## src/rtl/sorted_array_priority_queue_core_assert.svh

```systemverilog
// ---------------------------------------------------------------------------
// Assertion macros for the sorted-array priority queue
// ---------------------------------------------------------------------------
`ifndef SORTED_ARRAY_PRIORITY_QUEUE_CORE_ASSERT_SVH
`define SORTED_ARRAY_PRIORITY_QUEUE_CORE_ASSERT_SVH

// Check that cons holds in the same cycle as ante
`define SPQC_ASSERT_SAME(lbl, clk, rst, ante, cons, msg) \
   lbl: assert property (@(posedge clk) disable iff (rst) (ante) |-> (cons)) else $error(msg);

// Check that cons holds in the cycle after ante
`define SPQC_ASSERT_NEXT(lbl, clk, rst, ante, cons, msg) \
   lbl: assert property (@(posedge clk) disable iff (rst) (ante) |=> (cons)) else $error(msg);

`endif

```

## src/rtl/spqc_pkg.sv

```systemverilog
// ---------------------------------------------------------------------------
// spqc_pkg
// Shared types and codes of the sorted-array priority queue.
// ---------------------------------------------------------------------------
`default_nettype none

package spqc_pkg;

   // Operation codes
   localparam logic [1:0] OP_ENQ  = 2'd0;
   localparam logic [1:0] OP_DEQ  = 2'd1;
   localparam logic [1:0] OP_PEEK = 2'd2;

   // Status codes
   localparam logic [1:0] ST_OK    = 2'd0;
   localparam logic [1:0] ST_FULL  = 2'd1;
   localparam logic [1:0] ST_EMPTY = 2'd2;

   localparam int DATA_W = 32;
   localparam int PRI_W  = 16;
   localparam int OCC_W  = 7;

   // One stored entry
   typedef struct packed {
      logic        [DATA_W-1:0] data;
      logic signed [PRI_W-1:0]  pri;
   } entry_type;

   // Command broadcast to every cell
   typedef struct packed {
      logic      enq;
      logic      deq;
      entry_type item;
   } cmd_type;

endpackage

`default_nettype wire

```

## src/rtl/spqc_cell.sv

```systemverilog
// ---------------------------------------------------------------------------
// spqc_cell
// One slot of the sorted row: compares the broadcast priority with its own,
// then holds, takes the new entry, or shifts from a neighbour.
// ---------------------------------------------------------------------------
`default_nettype none

module spqc_cell (
   input  wire                  clock,
   input  spqc_pkg::cmd_type    cmd,
   input  wire                  occupied,
   input  wire                  left_pos_le,   // insertion point at or before left cell
   input  spqc_pkg::entry_type  left_entry,
   input  spqc_pkg::entry_type  right_entry,
   output logic                 pos_le,        // insertion point at or before this cell
   output spqc_pkg::entry_type  entry
);

   spqc_pkg::entry_type entry_ff;
   spqc_pkg::entry_type entry_in;

   // New entry goes in front of the first free or lower-priority slot
   assign pos_le = !occupied || (entry_ff.pri < cmd.item.pri);
   assign entry  = entry_ff;

   // Select next contents
   always_comb begin
      entry_in = entry_ff;
      if (cmd.enq) begin
         if (left_pos_le) begin
            entry_in = left_entry;
         end else if (pos_le) begin
            entry_in = cmd.item;
         end
      end else if (cmd.deq) begin
         entry_in = right_entry;
      end
   end

   // Payload register, no reset needed
   always_ff @(posedge clock) begin
      entry_ff <= entry_in;
   end

endmodule

`default_nettype wire

```

## config.mk

```make
export PLATFORM = sky130hd
export DESIGN_NAME = spqc_cell
export DESIGN_NICKNAME = d
export VERILOG_FILES = /design/src/rtl/sorted_array_priority_queue_core_assert.svh /design/src/rtl/spqc_pkg.sv /design/src/rtl/spqc_cell.sv
export SDC_FILE = /design/constraint.sdc
export NUM_CORES = 1
export LEC_CHECK = 0
export BUFFER_PORTS_ARGS = -buffer_cell sky130_fd_sc_hd__clkbuf_2
export CAP_MARGIN = 20
export CORE_MARGIN = 5
export CORE_UTILIZATION = 39
export CTS_BUF_LIST = sky130_fd_sc_hd__clkbuf_8
export CTS_CLUSTER_SIZE = 30
export DETAILED_ROUTE_END_ITERATION = 16
export PLACE_DENSITY = 0.75
export SLEW_MARGIN = 40
export SYNTH_ARGS = -nofsm -noshare
export SYNTH_HDL_FRONTEND = slang
export SYNTH_SLANG_ARGS = --single-unit
```

## constraint.sdc

```tcl
create_clock -name clock -period 6 [get_ports clock]
set_input_delay 0.6 -clock clock [delete_from_list [all_inputs] [get_ports clock]]
set_output_delay 0.6 -clock clock [all_outputs]
set_load 0.1 [all_outputs]
```

=== Word-level counts from Yosys, hierarchy flattened ===
Cells that the tools add are included.

* Output and inout port bits: 49
* Register bits after elaboration: 48
* Input bits: 149
* Logic and storage cells: 12

* Equality and inequality tests: 1
* Order comparisons: 1
* Multiplexer cells: 4
* Reductions and logical operators: 4

{| class="wikitable"
|+ Operators with widths
! kind !! number
|-
| two-way mux 48 bit || 4
|-
| < comparator 16 bit || 1
|-
| inequality test 3 x 1 -> 1 bit, second input constant || 1
|-
| AND reduction 2 bit || 1
|-
| nonzero test 2 bit || 1
|-
| zero test 1 bit || 1
|-
| logical OR 1 bit || 1
|}

=== Depth between registers and ports, before layout ===
Gate-level depths: netlist (run 1).

* Word-level depth: 5
* Depth in mapped cells: 7
* Gate-level depth less buffers: 7

=== Worst setup path before layout (run 1) ===
No wires, ideal clock.

* Kind: flip-flop to flip-flop
* From: reg entry_ff (netlist bit entry[15])
* To: reg entry_ff (netlist bit entry[0]) (enable)
* Setup time: 0.523 ns
* Slack: -0.178 ns
* Arrival time: 5.655 ns
* Data required time: 5.477 ns
* Stages on the path, launching flop included: 7
* Period minus slack after synthesis: 6.178 ns
* Path buffers: 0
* Cells stage by stage: edfxtp_1 > ha_1 > nand4_1 > or2_0 > o41ai_1 > or4_1 > nor3b_1

* Word-level cells in the longest chain between the ends: 4

{| class="wikitable"
|+ Ends and longest elaborated chain
! what !! RTL line !! RTL
|-
| start, declared || spqc_cell.sv:19 || <nowiki>spqc_pkg::entry_type entry_ff;</nowiki>
|-
| start signal, assigned || spqc_cell.sv:42 || <nowiki>entry_ff <= entry_in;</nowiki>
|-
| < comparator 16 bit || spqc_cell.sv:23 || <nowiki>assign pos_le = !occupied || (entry_ff.pri < cmd.item.pri);</nowiki>
|-
| logical OR 1 bit || spqc_cell.sv:23 ||
|-
| inequality test 3 x 1 -> 1 bit (no line) || - ||
|-
| AND reduction 2 bit (no line) || - ||
|}

Every way passes these cells.
A chain may end at the register's enable or synchronous reset.

=== Final worst setup path (run 1) ===
* From: in cmd[13] in the netlist's numbering
* To: reg entry_ff (netlist bit entry[7]) (enable)

* Word-level cells in the longest chain between the ends: 4

{| class="wikitable"
|+ Ends and longest elaborated chain
! what !! RTL line !! RTL
|-
| start, declared || spqc_cell.sv:10 || <nowiki>input spqc_pkg::cmd_type cmd,</nowiki>
|-
| < comparator 16 bit || spqc_cell.sv:23 ||
|-
| logical OR 1 bit || spqc_cell.sv:23 ||
|-
| inequality test 3 x 1 -> 1 bit (no line) || - ||
|-
| AND reduction 2 bit (no line) || - ||
|}

Every way passes these cells.

==> impl_metrics.toml, run 1 <==
[logic_synthesis]
synthCells = 272
ys.flop_type = "edfxtp_1"
synth-seq-cells = 48
synth-edff-count = 48
synth_async_sr_flop_share = 0
synth_top_area_share = 0.5033
synth_area_mm2 = 0.002864
synth_area_leaders = "edfxtp_1, mux2i_1, a21oi_1, ha_1, nor2_1"
synth_nets = 436
yosysWarnings = 0
yosysTopAreaCell = "edfxtp_1"
synth_cell_type_count = 24
syn_avg_cell_area_um2 = 10.53
synth-seq-area-share = 0.5033

[setup_path]
critical_path_class = "input pin to flip-flop"
arrival_ns = 3.27
critPathMaxFanout = 26
startpoint_type = "input pin"
cp.required_ns = 5.96
crit_path_end_kind = "flip-flop"

[pwr]
p_clk_frac = 0.200
internal_power_mw = 0.6359
peakVddDrop_v = 0.0001348
swShare = 0.4252
pwr-share-comb = 0.415
power_switching_mw = 0.4703
power_leakage_nw = 2.075
power_density_mw_per_mm2 = 273.3
power_frac_seq = 0.385

[route]
drc_errors = 0
vias = 2670
dr.pass1.iters = 4
drt_wl_total_um = 8143
wl_per_cell_um = 14.52
vias_per_cell = 4.759
ant_nets = 0
drt_first_iter_violations = 58

[sta]
slew_violations = 0
clock.fmax_ghz = 0.3017
fin_setup_tns_ns = 0
setup_viol_count_final = 0
slew_headroom = 0.4512
hold_ws_ns = 0.6259
min_period_ns = 3.315
finalHoldViolations = 0
rsz0062_at_grt = "false"
finalCritPeriodShare = 0.5525
skew_ns = 0.006576
tightest_slew_ns = 0.8232

[cts]
cts_resized = 0
insertion_delay_ns = 0.29
clkTransAtPathRegs_ns = 0.09
cts_setup_buffers = 0
clkSinkCount = 48
cts_tree = "built"
cts_buffer_depth = 2
cts_hold_buffers = 0
cts_buffers = 5
cts.htree.levels = 2
clockRootBuffer = "clkbuf_8"

[global_routing]
grt_overflow = 0
track_usage = 0.1703
antenna_found_initial = 0
grt_pass1_vias = 2707
grt_max_degree = 95
grt_pass1_wl_um = 12120

[floorplanning]
core_mm2 = 0.007214
dieWidth_um = 95.70
core.rowCount = 31
fp.dieH_um = 95.70
dieArea_mm2 = 0.009158
ioPinCount = 198
start_util = 0.3970

[final_layout]
areaGrowthSynthToFinish_pct = 41.33
post-route-util = 0.5610
final_cell_mix = "clkbuf_2, a21oi_1, nor2_1, mux2i_1, edfxtp_1"
drive_gt1_frac = 0.4524
final_common_cell = "clkbuf_2"
largest_reg_flops = 48
stdcell_area_mm2 = 0.004048
nets = 627
antenna_cells = 0

[placement]
gp_congestion = 0.8159
hpwl_um = 6687
port_buffers = 197
placed_area_mm2 = 0.003945

[run]
maxCapViolations = 0

[hold_path]
min_path_type = "input pin to flip-flop"

[run_status]
status = "finished, final reports clean"
[area by class of cell]
| class | instances | area, um2 |
|---|---|---|
| fill | 658 | 3167 |
| sequential | 48 | 1441 |
| multi-input combinational | 189 | 1296 |
| timing repair buffer | 201 | 1020 |
| tap | 99 | 123.9 |
| clock buffer | 5 | 68.82 |
| inverter | 18 | 67.56 |
| clock inverter | 1 | 30.03 |
[worst max-delay path, cell delays in order]
cell	delay, ns
clkbuf_2	0.10
inv_1	0.04
ha_1	0.30
nand4_1	0.17
or2_0	0.27
o41ai_1	0.41
or4_1	0.18
nor3b_4	0.50
buf_4	0.32
buf_4	0.36
[cell families after synthesis]
kind of cell,Yosys count,share of synthesized area
simple gates,64,0.09611
fa+ha+maj,15,0.06553
buf+inv,35,0.04805
compound gates,62,0.1193
flops,48,0.5033
mux,48,0.1678
[routing by layer]
| metal | GRT usage | routed length (um) | vias to the layer above |
|---|---|---|---|
| li1 | - | - | 1376 |
| met1 | 0.1869 | 3039 | 1177 |
| met2 | 0.3208 | 4314 | 111 |
| met3 | 0.05238 | 729 | 6 |
| met4 | 0.03555 | 59 | 0 |
| met5 | 0 | 0 | - |
[final timing paths]
kind	startpoint	to	slack (ns)	cells after the start
min reg2reg	entry[15]	entry[14]	1.29	4
min	right_entry[21]	entry[21]	0.63	3
max reg2reg	entry[15]	entry[7]	2.70	8
max	cmd[13]	entry[7]	2.68	10
[cell usage after synthesis, types with 2 or more instances]
master and instances:
a21o_1 2, buf_2 5, inv_1 18, o21ai_0 2, a311oi_1 2, nand4_1 5, nor2_1 50, nand3_1 2
clkbuf_1 11, edfxtp_1 48, or4_1 2, mux2i_1 48, ha_1 15, a21oi_1 52
[stage by stage]
| step | cells | power (mW) | setup WS [ns] |
|---|---|---|---|
| 6_report | 561 | 1.106 | 2.685 |
| 3_3_place_gp | 554 | 0.8873 | 2.330 |
| 2_1_floorplan | 272 | 0.7869 | 1.525 |
| 3_5_place_dp | 555 | 0.8957 | 2.382 |
| 5_1_grt | 561 | 1.157 | 2.489 |
| 4_1_cts | 561 | 1.117 | 2.668 |
[power by group through the flow]
stage / combinational (mW) / clock, mW / sequential (mW)
2_1_floorplan: 0.101 / 0 / 0.686
3_3_place_gp: 0.454 / 0 / 0.433
3_5_place_dp: 0.461 / 0 / 0.435
4_1_cts: 0.462 / 0.228 / 0.427
5_1_grt: 0.484 / 0.243 / 0.430
6_report: 0.459 / 0.222 / 0.426
Note: power is estimated with default switching activity, not from simulation.
==> inputs of run 2 (changes only) <==
clock period = 2.9 ns   (was 6 ns; I/O delays follow)
==> run 2 against run 1 <==
Final area grew 1.6%. Routed wire length shrank 0.31%. Power grew 100%. Global-route usage grew 0.064 points. Hold slack lost 0.33 ns. Die area is the same. Count of clock-buffer cells in the layout is the same. Worst setup slack lost 2.6 ns. Register-to-register slack lost 2.5 ns. Sequential power grew 110%. Non-clock buffer count is the same. Clock power grew 78%. Highest routed layer unchanged.
==> impl_metrics.toml, run 2 (synthesis gave the netlist of run 1 again) <==
[sta]
rsz0062_at_grt = "false"
clock.fmax_ghz = 0.3608
setup_viol_count_final = 0
finalCritPeriodShare = 0.9557
hold_ws_ns = 0.3005
tightest_slew_ns = 0.6232
finalHoldViolations = 0
slew_headroom = 0.5845
layout_setup_ws_ns = 0.1286
skew_ns = 0.007462
min_period_ns = 2.771
slew_violations = 0

[pwr]
power_mw = 2.249
internal_power_mw = 1.251
power_leakage_nw = 2.092
p_clk_frac = 0.176
peakVddDrop_v = 0.0002860
swShare = 0.4439
power_frac_seq = 0.392
power_density_mw_per_mm2 = 547.0
power_switching_mw = 0.9983
pwr-share-comb = 0.432

[final_layout]
nFillCells = 651
instances_no_fill = 563
stdcell_area_mm2 = 0.004111
drive_gt1_frac = 0.4591
final_cell_mix = "clkbuf_2, a21oi_1, nor2_1, mux2i_1, edfxtp_1"
largest_reg_flops = 48
seq_area_mm2 = 0.001441
multi_input_area_mm2 = 0.001341
final_common_cell = "clkbuf_2"
nets = 627
antenna_cells = 0
areaGrowthSynthToFinish_pct = 43.56

[hold_path]
min_path_type = "input pin to flip-flop"
whs_path_depth = 3
hold_path_end = "entry[2]"
worstHoldStart = "right_entry[2]"

[route]
drt_wl_total_um = 8118
wl_per_cell_um = 14.42
vias = 2700
dr.pass1.iters = 4
drt_first_iter_violations = 63
ant_nets = 0
drc_errors = 0
vias_per_cell = 4.796

[setup_path]
r2r_end = "entry[24]"
cp_cell_sequence = "ha_1 -> nand4_1 -> or2_1 -> or4_1 -> nand4_1 -> nand3_4 -> buf_6"
cp_slowest_cell = "or4_1"
ff2ff_setup_slack_ns = 0.19
cpMostUsedCell = "nand4_1"
critical_path_class = "flip-flop to primary output"
startpoint_type = "flip-flop"
cp.required_ns = 2.61
crit_path_end_kind = "primary output"
reg2reg_from = "entry[13]"
r2r_cells = 7
crit_path_max_incr_delay_ns = 0.54
critPathMaxFanout = 3
arrival_ns = 2.48

[floorplanning]
dieArea_mm2 = 0.009158
dieWidth_um = 95.70
core_mm2 = 0.007214
core.rowCount = 31
ioPinCount = 198
start_util = 0.3970
fp.dieH_um = 95.70

[cts]
cts_buffers = 5
clkTransAtPathRegs_ns = 0.09
cts_buffer_depth = 2
insertion_delay_ns = 0.30
cts.htree.levels = 2
clockRootBuffer = "clkbuf_8"
clkSinkCount = 48
cts_tree = "built"
cts_setup_buffers = 0

[placement]
dp.cells = 555
gp_congestion = 0.7932
dp_slack_ns = 0.2073
placed_area_mm2 = 0.004015
hpwl_um = 6638
port_buffers = 197

[run]
maxCapViolations = 0

[global_routing]
grt_pass1_wl_um = 12110
grt_overflow = 0
track_usage = 0.1710
grt_max_degree = 97
antenna_found_initial = 0
grt_pass1_vias = 2693

[run_status]
status = "finished, final reports clean"
-- run 2: cell count changes in the layout (fill, tap and decap cells not counted), sizes merged --
cell	before	now
buf	6	7
clkinv	0	2
clkbuf	200	199
inv	18	19
bufinv	1	0
-- run 2: worst max-delay path by stage --
stage,from,endpoint,slack [ns],depth (start not counted)
floorplan,entry[1],entry[0],-0.74,5
global placement,cmd[9],entry[26],0.27,9
detailed placement,cmd[14],entry[30],0.21,9
CTS,entry[13],pos_le,0.05,7
global route,entry[15],pos_le,0.004,7
finish,entry[13],pos_le,0.13,7
-- run 2: critical path, delay by kind of cell, from the launching register on --
| kind | cells | cell delay, ns |
|---|---|---|
| AND/OR/NAND/NOR | 5 | 1.23 |
| flip-flops | 1 | 0.42 |
| adder cells (fa/ha/maj) | 1 | 0.32 |
| buffers and inverters | 1 | 0.20 |
-- run 2: per-layer routing --
| metal | vias up | share of wire | global-route usage |
|---|---|---|---|
| li1 | 1381 | - | - |
| met5 | - | 0 | 0 |
| met2 | 113 | 0.53 | 0.3092 |
| met3 | 12 | 0.088 | 0.05395 |
| met4 | 0 | 0.017 | 0.04976 |
| met1 | 1194 | 0.37 | 0.1918 |
-- run 2: power by group through the flow --
stage          registers (mW)  clock network [mW]  logic, mW
2_1_floorplan            1.42                   0      0.221
3_3_place_gp            0.893                   0      0.962
3_5_place_dp            0.898                   0      0.976
4_1_cts                 0.883               0.415      0.978
5_1_grt                 0.891               0.440       1.03
6_report                0.882               0.396      0.971
-- run 2: layout make-up --
type,instances,share of cell area
sequential,48,0.3506
multi-input combinational,189,0.3262
timing repair buffer,201,0.2556
tap,99,0.03013
clock buffer,5,0.01674
inverter,18,0.01643
clock inverter,3,0.004261
-- run 2: timing repair --
action,CTS,global route
gates resized for setup,1,2
setup endpoints to repair,1,1
pin swaps,0,1
hold buffers,0,0
-- run 2: through the flow --
stage,TNS [ns],utilization
6_report,0,0.5699
5_1_grt,0,0.5699
4_1_cts,0,0.5689
3_5_place_dp,0,0.5565
3_3_place_gp,0,0.5565
2_1_floorplan,-35.67,-
